### src/design/scfa_pkg.sv
package scfa_pkg;

	localparam int unsigned FRAMES_PER_RESULT_DEF = 4;
	localparam int unsigned FRAME_LENGTH_DEF      = 5;

	localparam int unsigned DATA_W   = 8;
	localparam int unsigned VALUE_W  = 16;
	localparam int unsigned STATUS_W = 2;

	typedef enum logic [STATUS_W-1:0] {
		ST_READY    = 2'd0,
		ST_MISMATCH = 2'd1,
		ST_SHORT    = 2'd2
	} status_t;

	typedef enum logic {
		KIND_BYTE  = 1'b0,
		KIND_SHORT = 1'b1
	} kind_t;

	typedef struct packed {
		logic    hit;
		status_t status;
	} res_t;

endpackage

### src/design/scfa_frame.sv
module scfa_frame #(
	parameter int unsigned FRAMES_PER_RESULT = scfa_pkg::FRAMES_PER_RESULT_DEF,
	parameter int unsigned FRAME_LENGTH      = scfa_pkg::FRAME_LENGTH_DEF
) (
	input  logic                                                       clk,
	input  logic                                                       arst_n,
	input  logic                                                       en,
	input  logic                                                       kind,
	input  logic [scfa_pkg::DATA_W-1:0]                                data_byte,
	output scfa_pkg::res_t                                             res,
	output logic [scfa_pkg::VALUE_W+$clog2(FRAMES_PER_RESULT)-1:0]     sum
);
	import scfa_pkg::*;

	localparam int unsigned SUM_W  = VALUE_W + $clog2(FRAMES_PER_RESULT);
	localparam int unsigned POS_W  = $clog2(FRAME_LENGTH);
	localparam int unsigned GCNT_W = $clog2(FRAMES_PER_RESULT + 1);

	logic [POS_W-1:0]   pos_q, pos_nx;
	logic [DATA_W-1:0]  csum_q, csum_nx, csum_upd;
	logic [DATA_W-1:0]  chk_q, chk_nx, chk_upd;
	logic [VALUE_W-1:0] val_q, val_nx, val_upd;
	logic [GCNT_W-1:0]  gcnt_q, gcnt_nx;
	logic [SUM_W-1:0]   grp_q, grp_nx, grp_add;
	logic [DATA_W-1:0]  computed;
	logic               pos_last;

	always_comb begin
		pos_last = (pos_q == POS_W'(FRAME_LENGTH - 1));
		csum_upd = (pos_q == '0) ? csum_q : DATA_W'(csum_q + data_byte);
		chk_upd  = (pos_q == '0) ? data_byte : chk_q;
		if (pos_q == POS_W'(1)) begin
			val_upd = {data_byte, val_q[DATA_W-1:0]};
		end else if (pos_q == POS_W'(2)) begin
			val_upd = {val_q[VALUE_W-1:DATA_W], data_byte};
		end else begin
			val_upd = val_q;
		end
		computed = DATA_W'(~csum_upd + 1'b1);
		grp_add  = grp_q + SUM_W'(val_upd);

		pos_nx     = '0;
		csum_nx    = '0;
		chk_nx     = '0;
		val_nx     = '0;
		gcnt_nx    = '0;
		grp_nx     = '0;
		res.hit    = 1'b0;
		res.status = ST_READY;
		sum        = '0;

		if (kind == KIND_SHORT) begin
			res.hit    = 1'b1;
			res.status = ST_SHORT;
		end else if (!pos_last) begin
			pos_nx  = POS_W'(pos_q + POS_W'(1));
			csum_nx = csum_upd;
			chk_nx  = chk_upd;
			val_nx  = val_upd;
			gcnt_nx = gcnt_q;
			grp_nx  = grp_q;
		end else if (computed != chk_upd) begin
			res.hit    = 1'b1;
			res.status = ST_MISMATCH;
		end else if (gcnt_q == GCNT_W'(FRAMES_PER_RESULT - 1)) begin
			res.hit    = 1'b1;
			res.status = ST_READY;
			sum        = grp_add;
		end else begin
			gcnt_nx = GCNT_W'(gcnt_q + GCNT_W'(1));
			grp_nx  = grp_add;
		end
	end

	always_ff @(posedge clk or negedge arst_n) begin
		if (!arst_n) begin
			pos_q  <= '0;
			csum_q <= '0;
			chk_q  <= '0;
			val_q  <= '0;
			gcnt_q <= '0;
			grp_q  <= '0;
		end else if (en) begin
			pos_q  <= pos_nx;
			csum_q <= csum_nx;
			chk_q  <= chk_nx;
			val_q  <= val_nx;
			gcnt_q <= gcnt_nx;
			grp_q  <= grp_nx;
		end
	end

endmodule

### src/design/scfa_avg.sv
module scfa_avg #(
	parameter int unsigned FRAMES_PER_RESULT = scfa_pkg::FRAMES_PER_RESULT_DEF
) (
	input  logic [scfa_pkg::VALUE_W+$clog2(FRAMES_PER_RESULT)-1:0] sum,
	output logic [scfa_pkg::VALUE_W-1:0]                           average
);
	import scfa_pkg::*;

	// exact floor division by a reciprocal: k = sum width + ceil(log2 n)
	localparam int unsigned SUM_W  = VALUE_W + $clog2(FRAMES_PER_RESULT);
	localparam int unsigned K      = SUM_W + $clog2(FRAMES_PER_RESULT);
	localparam int unsigned M_W    = K + 1;
	localparam int unsigned PROD_W = SUM_W + M_W;
	localparam longint unsigned RECIP_VAL =
		((64'd1 << K) + FRAMES_PER_RESULT - 1) / FRAMES_PER_RESULT;
	localparam logic [M_W-1:0] RECIP = M_W'(RECIP_VAL);

	logic [PROD_W-1:0] prod;

	always_comb begin
		prod    = PROD_W'(sum) * PROD_W'(RECIP);
		average = prod[K +: VALUE_W];
	end

endmodule

### src/design/sensor_frame_checksum_averager_core.sv
// channel  signals                   payload
// -------  ------------------------  ----------------------------------
// in       in_valid / in_stall       kind, data_byte
// out      out_valid / out_stall     status, average
//
// one byte per cycle while out_stall is low; the byte that completes a result passes through the
// input register, frame result stage and output register before out_valid rises
// the group average is a constant reciprocal multiply ahead of the output register
// arst_n clears the frame position, checksum, group count and all valid bits
// out_stall backs up through the stages; in_stall only while all three hold data and out_stall is high
module sensor_frame_checksum_averager_core #(
	parameter int unsigned FRAMES_PER_RESULT = scfa_pkg::FRAMES_PER_RESULT_DEF,
	parameter int unsigned FRAME_LENGTH      = scfa_pkg::FRAME_LENGTH_DEF
) (
	input  logic                           clk,
	input  logic                           arst_n,
	input  logic                           in_valid,
	output logic                           in_stall,
	input  logic                           kind,
	input  logic [scfa_pkg::DATA_W-1:0]    data_byte,
	output logic                           out_valid,
	input  logic                           out_stall,
	output logic [scfa_pkg::STATUS_W-1:0]  status,
	output logic [scfa_pkg::VALUE_W-1:0]   average
);
	import scfa_pkg::*;

	localparam int unsigned SUM_W = VALUE_W + $clog2(FRAMES_PER_RESULT);

	logic               v_s1, v_s2, out_valid_q;
	logic               kind_s1;
	logic [DATA_W-1:0]  byte_s1;
	status_t            status_s2, status_q;
	logic [SUM_W-1:0]   sum_s2, frame_sum;
	logic [VALUE_W-1:0] average_q, quot;
	res_t               frame_res;
	logic               rdy_out, rdy_s2, rdy_s1, s1_fire;

	assign rdy_out  = !out_valid_q || !out_stall;
	assign rdy_s2   = !v_s2 || rdy_out;
	assign rdy_s1   = !v_s1 || rdy_s2;
	assign in_stall = !rdy_s1;
	assign s1_fire  = v_s1 && rdy_s2;

	// input register
	always_ff @(posedge clk or negedge arst_n) begin
		if (!arst_n) begin
			v_s1 <= 1'b0;
		end else if (rdy_s1) begin
			v_s1 <= in_valid;
		end
	end

	always_ff @(posedge clk) begin
		if (rdy_s1 && in_valid) begin
			kind_s1 <= kind;
			byte_s1 <= data_byte;
		end
	end

	scfa_frame #(
		.FRAMES_PER_RESULT (FRAMES_PER_RESULT),
		.FRAME_LENGTH      (FRAME_LENGTH)
	) u_frame (
		.clk       (clk),
		.arst_n    (arst_n),
		.en        (s1_fire),
		.kind      (kind_s1),
		.data_byte (byte_s1),
		.res       (frame_res),
		.sum       (frame_sum)
	);

	// frame result stage
	always_ff @(posedge clk or negedge arst_n) begin
		if (!arst_n) begin
			v_s2 <= 1'b0;
		end else if (rdy_s2) begin
			v_s2 <= s1_fire && frame_res.hit;
		end
	end

	always_ff @(posedge clk) begin
		if (s1_fire && frame_res.hit) begin
			status_s2 <= frame_res.status;
			sum_s2    <= frame_sum;
		end
	end

	scfa_avg #(
		.FRAMES_PER_RESULT (FRAMES_PER_RESULT)
	) u_avg (
		.sum     (sum_s2),
		.average (quot)
	);

	// output register
	always_ff @(posedge clk or negedge arst_n) begin
		if (!arst_n) begin
			out_valid_q <= 1'b0;
		end else if (rdy_out) begin
			out_valid_q <= v_s2;
		end
	end

	always_ff @(posedge clk) begin
		if (rdy_out && v_s2) begin
			status_q  <= status_s2;
			average_q <= quot;
		end
	end

	assign out_valid = out_valid_q;
	assign status    = status_q;
	assign average   = average_q;

`ifndef SYNTHESIS
	a_err_zero_avg: assert property (@(posedge clk) disable iff (!arst_n)
		out_valid && status != ST_READY |-> average == '0)
		else $error("error status with nonzero average");

	a_stall_full: assert property (@(posedge clk) disable iff (!arst_n)
		in_stall |-> v_s1 && v_s2 && out_valid_q)
		else $error("input stalled with a free stage");

	a_out_source: assert property (@(posedge clk) disable iff (!arst_n)
		$rose(out_valid) |-> $past(v_s2))
		else $error("result without a frame stage entry");

	a_s2_source: assert property (@(posedge clk) disable iff (!arst_n)
		$rose(v_s2) |-> $past(v_s1))
		else $error("frame stage filled without an input transfer");
`endif

endmodule
### config.mk
export PLATFORM = sky130hd
export DESIGN_NAME = sensor_frame_checksum_averager_core
export DESIGN_NICKNAME = d
export VERILOG_FILES = /design/src/design/scfa_pkg.sv /design/src/design/scfa_frame.sv /design/src/design/scfa_avg.sv /design/src/design/sensor_frame_checksum_averager_core.sv
export SDC_FILE = /design/constraint.sdc
export NUM_CORES = 1
export LEC_CHECK = 0
export BUFFER_PORTS_ARGS = -buffer_cell sky130_fd_sc_hd__buf_2
export CAP_MARGIN = 10
export CORE_ASPECT_RATIO = 0.6
export CORE_UTILIZATION = 50
export DETAILED_ROUTE_END_ITERATION = 8
export GPL_ROUTABILITY_DRIVEN = 0
export GPL_TIMING_DRIVEN = 0
export PLACE_DENSITY = 0.75
export SYNTH_ARGS = -nofsm -noshare
export SYNTH_HDL_FRONTEND = slang
export SYNTH_SLANG_ARGS = --single-unit
### constraint.sdc
create_clock -name clk -period 12.01 [get_ports clk]
set_input_delay 2.402 -clock clk [delete_from_list [all_inputs] [get_ports clk]]
set_output_delay 2.402 -clock clk [all_outputs]
set_load 0.05 [all_outputs]
* Word level (Yosys, flattened, before mapping)
Index checks and enable logic that the tools add are counted.
** Operators by class
- Add/subtract/negate cells :: 5
- Equality and inequality tests :: 5
- Multiplexer cells :: 24
- Bitwise logic cells :: 3
- Reductions and logical operators :: 17
** Operator list (number)
- 18-bit two-way mux :: 4
- 8-bit two-way mux :: 7
- 16-bit two-way mux :: 3
- 3-bit two-way mux :: 10
- 18-bit by 16-bit adder with 18-bit output :: 1
- 8-bit by 1-bit adder with 8-bit output, second input constant :: 1
- 8-bit adder :: 1
- 8-bit inequality test :: 1
- 8-bit inverter :: 1
- 3-bit by 1-bit adder with 3-bit output, second input constant :: 2
- 3-bit by 2-bit == test with 1-bit output, second input constant :: 2
- 1-bit zero test :: 5
- 1-bit logical AND :: 4
- 4-bit OR reduction :: 1
- 3-bit by 1-bit == test with 1-bit output, second input constant :: 1
- 3-bit == test, second input constant :: 1
- 3-bit zero test :: 1
- 1-bit logical OR :: 3
- 1-bit inverter :: 2
- 2-bit AND reduction :: 1
- 2-bit nonzero test :: 1
- 2-bit OR reduction :: 1
** Word-level totals
- Register bits :: 106
- Input port bits :: 13
- Output and inout port bits :: 20
- Logic and storage cells :: 70

* Logic depth before layout (Yosys ltp)
Gate-level depths: netlist (run 1).
- Depth in word-level cells :: 9
- Mapped depth :: 17
- Depth with buffers taken out :: 15

* Cells and area by module
A second synthesis (run 1) with hierarchy kept.
** Unflattened totals
- Cells, all modules :: 576
- Area, all modules :: 6135.9 sq um
** By module, submodules not included
- scfa_frame :: times used 1, cells an instance 499, area an instance 4465.5 sq um, seq. area each 1401.3 sq um
- sensor_frame_checksum_averager_core :: times used 1, cells an instance 61, area an instance 1550.2 sq um, seq. area each 1486.4 sq um
- scfa_avg :: times used 1, cells an instance 16, area an instance 120.1 sq um, seq. area each 0.0 sq um

* Least setup slack after synthesis (run 1)
Ideal clock, no wire load.
- Kind :: input to output
- Start :: input port out_stall
- End :: output port in_stall
- Data arrival time :: 2.866 ns
- Required time :: 9.608 ns
- Setup slack :: 6.742 ns
- Stages on the path :: 2
- Buffers on the path :: 0
- Cells stage by stage :: nand4_1 inv_1
** On the way
- Word-level cells in the longest chain between the ends :: 5
** Ends and longest elaborated chain
- start, declared :: line sensor_frame_checksum_averager_core.sv:22 : input logic out_stall,
- 1-bit zero test :: line sensor_frame_checksum_averager_core.sv:39 : assign rdy_out = !out_valid_q || !out_stall;
- 1-bit logical OR :: line sensor_frame_checksum_averager_core.sv:39
- 1-bit logical OR :: line sensor_frame_checksum_averager_core.sv:40 : assign rdy_s2 = !v_s2 || rdy_out;
- 1-bit logical OR :: line sensor_frame_checksum_averager_core.sv:41 : assign rdy_s1 = !v_s1 || rdy_s2;
- 1-bit zero test :: line sensor_frame_checksum_averager_core.sv:42 : assign in_stall = !rdy_s1;
- end, declared :: line sensor_frame_checksum_averager_core.sv:18 : output logic in_stall,
Every way passes these cells.

* Worst setup path after layout (run 1)
Ends and elaborated chain as after synthesis.

==> results of run 1 <==
flip-flops by register name (all words and copies together) (netlist names), 3 cells and up:
| signal | count |
|---|---|
| u_frame.val_q | 16 |
| byte_s1 | 8 |
| sum_s2 | 16 |
| u_frame.pos_q | 3 |
| average | 16 |
| u_frame.csum_q | 8 |
| u_frame.gcnt_q | 3 |
| u_frame.chk_q | 8 |
| u_frame.grp_q | 18 |
power by group through the flow:
stage / registers, mW / logic [mW] / clock network, mW
after floorplan: 0.487 / 0.398 / 0
after global placement: 0.470 / 0.521 / 0
after detailed placement: 0.472 / 0.539 / 0
after CTS: 0.465 / 0.544 / 0.289
after global routing: 0.472 / 0.601 / 0.301
final: 0.467 / 0.554 / 0.283
layout make-up:
type / count / area [um2] / share of cell area
Sequential cell: 104 / 2828 / 0.4509
Inverter: 13 / 48.80 / 0.007781
Multi-Input combinational cell: 349 / 2673 / 0.4262
Tap cell: 139 / 173.9 / 0.02773
Clock inverter: 7 / 62.56 / 0.009976
Clock buffer: 9 / 225.2 / 0.03591
Timing Repair Buffer: 35 / 195.2 / 0.03113
Buffer: 14 / 65.06 / 0.01038
final timing paths:
check,cells after the start,to
max in group asynchronous,2,u_frame.grp_q[16]$_DFFE_PN0P_
max reg2reg,17,sum_s2[9]$_SDFFCE_PP0P_
min in group asynchronous,1,u_frame.csum_q[2]$_DFFE_PN0P_
min reg2reg,0,average[6]$_DFFE_PP_
max,4,in_stall
min,0,average[6]$_DFFE_PP_
cell usage in the layout (no fill, tap or decap), types with 3 or more instances in the layout:
cell type | synthesis | final
sky130_fd_sc_hd__xor2_1 | 16 | 16
sky130_fd_sc_hd__edfxtp_1 | 45 | 45
sky130_fd_sc_hd__nand3_1 | 7 | 7
sky130_fd_sc_hd__nor2b_1 | 17 | 17
sky130_fd_sc_hd__and2_1 | 3 | 3
sky130_fd_sc_hd__a21oi_1 | 24 | 24
sky130_fd_sc_hd__a22o_1 | 41 | 41
sky130_fd_sc_hd__nor3_1 | 10 | 10
sky130_fd_sc_hd__nand2_1 | 29 | 29
sky130_fd_sc_hd__a32o_1 | 3 | 3
sky130_fd_sc_hd__mux2i_1 | 7 | 7
sky130_fd_sc_hd__nand2b_1 | 8 | 8
sky130_fd_sc_hd__nor2_1 | 20 | 20
sky130_fd_sc_hd__mux2_2 | 17 | 17
sky130_fd_sc_hd__xnor2_1 | 16 | 16
sky130_fd_sc_hd__inv_1 | 13 | 13
sky130_fd_sc_hd__ha_1 | 29 | 29
sky130_fd_sc_hd__clkbuf_16 | 0 | 9
sky130_fd_sc_hd__o41ai_1 | 3 | 3
sky130_fd_sc_hd__a211o_1 | 3 | 3
sky130_fd_sc_hd__clkbuf_1 | 8 | 8
sky130_fd_sc_hd__inv_6 | 0 | 4
sky130_fd_sc_hd__o211ai_1 | 3 | 3
sky130_fd_sc_hd__and3_1 | 5 | 5
sky130_fd_sc_hd__a211oi_1 | 3 | 3
sky130_fd_sc_hd__nor3b_1 | 4 | 4
sky130_fd_sc_hd__buf_2 | 4 | 36
sky130_fd_sc_hd__dfrtp_1 | 59 | 59
sky130_fd_sc_hd__nand4_1 | 7 | 7
sky130_fd_sc_hd__o21ai_1 | 5 | 5
sky130_fd_sc_hd__o21ai_0 | 17 | 17
sky130_fd_sc_hd__a21o_1 | 8 | 8
sky130_fd_sc_hd__o21bai_1 | 4 | 4
routing by layer:
metal | vias to the layer above | global-route usage | part of all wire
met5 | - | 0 | 0
met4 | 0 | 0.06061 | 0.012
met3 | 15 | 0.06942 | 0.088
met2 | 156 | 0.3180 | 0.40
met1 | 1993 | 0.3507 | 0.50
li1 | 1919 | - | -
logic make-up (layout without fill, tap and decap cells):
family          after synthesis  after routing
compound gates              137            137
xor+xnor                     32             32
fa+ha+maj                    31             31
buf+inv                      27             78
flops                       104            104
mux                          25             25
simple gates                124            124
critical path, stage by stage:
cell and delay [ns]:
sky130_fd_sc_hd__buf_2 0.12, sky130_fd_sc_hd__nand4_1 0.15, sky130_fd_sc_hd__inv_1 0.08, sky130_fd_sc_hd__buf_2 0.25
metrics by stage:
step	std cells	instance area, um2	total power, mW	setup slack [ns]	hold WS [ns]
global route	670	6271	1.374	6.527	0.4186
finish	670	6271	1.304	6.599	0.4141
floorplan	480	5610	0.8852	6.742	0.4003
CTS	669	6264	1.298	6.581	0.4189
global placement	651	5944	0.9907	6.663	0.4008
detailed placement	653	5976	1.011	6.583	0.4045
==> results_dict.tcl, run 1 <==
set metrics [dict create \
    required_ns 9.61 \
    postCtsResizedCells 0 \
    synth_fa_ha_area_frac 0.07181 \
    synthesized_cell_area_um2 5610 \
    post_synth_mux_area_share 0.04862 \
    grt_setup_unrepaired "no" \
    critical_path.endpoint_type "output pin" \
    initial_core_util 0.5224 \
    wl_per_cell_um 18.97 \
    worstSetupPathType "in -> out" \
    share_of_cells_above_drive_strength_1 0.1563 \
    route.detailed.vias_per_inst 6.094 \
    share_of_the_synthesized_netlist_area_taken_by_xor_and_xnor_gates 0.04996 \
    die_x_um 138.8 \
    fin_crit_sh 0.4505 \
    worst_clock_skew_ns 0.006148 \
    tritoncts_buffers 9 \
    timing.hold.worst.class "reg -> reg" \
    power_density_nw_per_um2 208.0 \
    synth-seq-cells 104 \
    pin_count_of_the_biggest_net_entering_global_routing 38 \
    max-slew-margin-rel 0.3401 \
    synth-edff-count 45 \
    post-cts-setup-buffer-count 0 \
    drt_first_iter_violations 411 \
    synth_top_family_by_area "compound AO/OA/AOI/OAI gates" \
    timing.final.hold_violations 0 \
    finalSetupTns_ns 0 \
    cts.sinks 104 \
    clockPowerShare 0.217 \
    status "finished with violations" \
    cell_at_the_root_of_the_clock_tree "sky130_fd_sc_hd__clkbuf_16" \
    library_cell_with_the_largest_summed_area_after_synthesis "sky130_fd_sc_hd__dfrtp_1" \
    max_freq_mhz 184.8 \
    drtPass1Iterations 7 \
    tightestPinTransition_ns 0.9841 \
    syn_nets 524 \
    fin_crit_period_ns 5.411 \
    combinationalPowerShare 0.425 \
    yosysSeqAreaShare 0.5040 \
    clock_insertion_delay_worst_skew_ns 0.35 \
    syn_inst 480 \
    vdd_drop_max_mv 0.1056 \
    cts_hold_buf 0 \
    netlist.area_leader.share 0.2632 \
    synth-async-reset-ratio 0.5673 \
    synthTopCellsByCount "sky130_fd_sc_hd__dfrtp_1, sky130_fd_sc_hd__edfxtp_1, sky130_fd_sc_hd__a22o_1, sky130_fd_sc_hd__ha_1, sky130_fd_sc_hd__nand2_1" \
    first_global_vias 3916 \
    final_core_utilization 0.5839 \
    hold_start "sum_s2[8]$_SDFFCE_PP0P_" \
    leakagePower_nw 2.749 \
    wire_length_of_the_first_global_routing_pass_mm 20.53 \
    boundaryPins 33 \
    most_frequent_cell_after_synthesis "sky130_fd_sc_hd__dfrtp_1" \
    path_max_fanout 4 \
    clock_tree.buffer_depth 2 \
    synthesis.area_per_instance_um2 11.69 \
    drc_errors 10 \
    core_area_um2 10740 \
    worst-endpoint-arrival_ns 3.01 \
    setup.reg_to_reg.worst_slack_ns 7.31 \
    cell_internal_pwr_mw 0.7837 \
    hpwlAfterDp_mm 9.425 \
    reg2reg_from "u_frame.pos_q[0]$_DFFE_PN0P_" \
    port_buffers 32 \
    postRouteAntennaNets 0 \
    routed_wl_mm 12.71 \
    row_count 29 \
    die_h_um 84.05 \
    grt_usage 0.2314 \
    antenna_cells_inserted 0 \
    power.switching_fraction 0.3990 \
    cts_tree "done" \
    ys_warn_count 0 \
    maxCapViolCount 0 \
    nNetsFinal 570 \
    unique_masters_post_synth 64 \
    syn_to_final_growth_pct 11.78 \
    vias 4083 \
    synth_compound_area_frac 0.1809 \
    violated_checks "DRC" \
    power.share.sequential 0.358 \
    report.final.slew_viol_count 0 \
    synth-simple-area-share 0.1244 \
    antenna_found_initial 0 \
    clk_transition_reported_paths_ns 0.07 \
    clock_tree.htree_level_count 3 \
    power.switching_mw 0.5204 \
    post_synth_main_area_contributors "sky130_fd_sc_hd__dfrtp_1, sky130_fd_sc_hd__edfxtp_1, sky130_fd_sc_hd__ha_1" \
    worstSetupStartpointType "input port" \
    fp.dieArea_um2 11660 \
    fillers 849 \
    global_route.overflow_total 0 \
    report.final.setup_viol 0 \
    ys_dominant_reg_cell "sky130_fd_sc_hd__dfrtp_1" \
    timing.critical_path.from "out_stall" \
]
(Power assumes the default switching activity.)
==> run 2, diff against run 1 <==
Settings changed: PLACE_DENSITY 0.75 to 0.77.
Clock period 12.01 ns to 4.55 ns, I/O delays scaled along.
==> results_dict.tcl, run 2 (synthesis gave the netlist of run 1 again) <==
set metrics [dict create \
    status "finished with violations" \
    violated_checks "DRC" \
    timing.critical_path.slowest_stage_cell "sky130_fd_sc_hd__dfrtp_1" \
    fillers 868 \
    worstSetupStartpointType "flip-flop" \
    fin_crit_sh 0.9658 \
    die_x_um 138.8 \
    worst-endpoint-arrival_ns 4.50 \
    hold_start "sum_s2[4]$_SDFFCE_PP0P_" \
    largest_register "u_frame.grp_q" \
    port_buffers 32 \
    drtPass1Iterations 7 \
    setup.reg_to_reg.worst_slack_ns 0.16 \
    critical_path.n_buffers_inverters 4 \
    drc_errors 4 \
    maxCapViolCount 0 \
    nNetsFinal 574 \
    worstSetupPathType "reg -> reg" \
    clock_insertion_delay_worst_skew_ns 0.35 \
    timing.hold.worst.class "reg -> reg" \
    first_global_vias 4080 \
    worst_setup_path_endpoint "sum_s2[11]$_SDFFCE_PP0P_" \
    antenna_found_initial 0 \
    core_area_um2 10740 \
    global_route.overflow_total 0 \
    row_count 29 \
    vias 4166 \
    die_h_um 84.05 \
    reg2reg_from "u_frame.pos_q[0]$_DFFE_PN0P_" \
    cells_along_the_critical_path "inv_1 -> ha_1 -> nor2b_1 -> buf_2 -> clkbuf_4 -> mux2i_1 -> ha_2 -> nor3b_1 -> xor2_1 -> o221ai_1 -> nor2_1 -> xor2_1 -> a211oi_1 -> nand2_1 -> nor4b_4 -> nor2_2 -> buf_4" \
    hpwlAfterDp_mm 9.589 \
    tritoncts_buffers 9 \
    max-slew-margin-rel 0.4731 \
    syn_to_final_growth_pct 13.00 \
    worst_r2r_path_depth 17 \
    cp_common_cell "sky130_fd_sc_hd__xor2_1" \
    share_of_cells_above_drive_strength_1 0.1701 \
    pin_count_of_the_biggest_net_entering_global_routing 41 \
    design_area_um2 6340 \
    worst_clock_skew_ns 0.008888 \
    cpPeakStageDelay_ns 0.43 \
    most-common-layout-cells "sky130_fd_sc_hd__dfrtp_1, sky130_fd_sc_hd__edfxtp_1, sky130_fd_sc_hd__a22o_1" \
    clock_tree.buffer_depth 2 \
    timing.critical_path.from "u_frame.pos_q[0]$_DFFE_PN0P_" \
    wire_length_of_the_first_global_routing_pass_mm 21.60 \
    leakagePower_nw 2.775 \
    antenna_cells_inserted 0 \
    fin_total_pwr_mw 3.485 \
    critical_path.endpoint_type "flip-flop" \
    wl_per_cell_um 19.61 \
    report.final.slew_viol_count 0 \
    r2r_end "sum_s2[11]$_SDFFCE_PP0P_" \
    route.detailed.vias_per_inst 6.181 \
    preCtsSetupSlack_ns -0.2356 \
    clock_tree.htree_level_count 3 \
    postRouteAntennaNets 0 \
    cts_tree "done" \
    max_freq_mhz 227.6 \
    clk_transition_reported_paths_ns 0.07 \
    wp_depth 17 \
    boundaryPins 33 \
    power_density_nw_per_um2 549.7 \
    routed_wl_mm 13.22 \
    vdd_drop_max_mv 0.2259 \
    path_max_fanout 12 \
    timing.final.hold_violations 0 \
    largest_register_ffs 18 \
    required_ns 4.65 \
    cell_at_the_root_of_the_clock_tree "sky130_fd_sc_hd__clkbuf_16" \
    crit_path_max_delay_family "simple AND/OR/NAND/NOR gates" \
    grt_usage 0.2438 \
    fp.dieArea_um2 11660 \
    drt_first_iter_violations 323 \
    setup_ws_ns 0.1554 \
    report.final.setup_viol 0 \
    cts.sinks 104 \
    initial_core_util 0.5224 \
    layout_commonest_cell "sky130_fd_sc_hd__dfrtp_1" \
    postPlaceCellArea_um2 5991 \
    fin_crit_period_ns 4.395 \
    finalHoldWorstSlack_ns 0.4205 \
    tightestPinTransition_ns 0.7801 \
]
## run 2: worst min-delay path by stage
| stage | slack (ns) | end | cells after the start |
|---|---|---|---|
| 6_report | 0.42 | average[2]$_DFFE_PP_ | 0 |
| 5_1_grt | 0.42 | average[2]$_DFFE_PP_ | 0 |
| 4_1_cts | 0.42 | average[2]$_DFFE_PP_ | 0 |
| 3_5_place_dp | 0.41 | average[2]$_DFFE_PP_ | 0 |
| 3_3_place_gp | 0.40 | average[14]$_DFFE_PP_ | 0 |
| 2_1_floorplan | 0.40 | average[0]$_DFFE_PP_ | 0 |
## run 2: through the flow
stage	setup TNS (ns)	utilization	cells
2_1_floorplan	0	-	480
3_3_place_gp	-4.450	0.5535	651
3_5_place_dp	-1.162	0.5578	654
4_1_cts	0	0.5860	671
5_1_grt	-0.5160	0.5903	674
6_report	0	0.5903	674
## run 2: layout make-up
| cell class | instances | area, um2 | area share |
|---|---|---|---|
| repair buffers | 39 | 232.7 | 0.03671 |
| inverters | 13 | 48.80 | 0.007697 |
| multi-input cells | 349 | 2704 | 0.4265 |
| clock inverters | 5 | 41.29 | 0.006513 |
| flip-flops and latches | 104 | 2828 | 0.4460 |
| plain buffers | 14 | 68.82 | 0.01085 |
| clock buffers | 11 | 242.7 | 0.03829 |
| well taps | 139 | 173.9 | 0.02743 |
## run 2: where the power goes
part / switching, mW / leakage, nW / total, mW / internal (mW)
clock: 0.350 / 0.138 / 0.741 / 0.391
combinational: 0.923 / 1.40 / 1.51 / 0.589
sequential: 0.120 / 1.24 / 1.23 / 1.11
## run 2: timing repair
action,4_1_cts,5_1_grt
hold buffers,0,0
cloned,0,0
setup buffers,1,3
resized for setup,2,8
pin swaps,1,1
setup endpoints to repair,19,41
## run 2: metal layers
metal  routed length [um]  vias to the layer above  track usage
met3                 1053                       15      0.08262
met5                    0                        -            0
li1                     -                     1922            -
met1                 6554                     2078       0.3608
met2                 5455                      151       0.3383
met4                  151                        0      0.06263
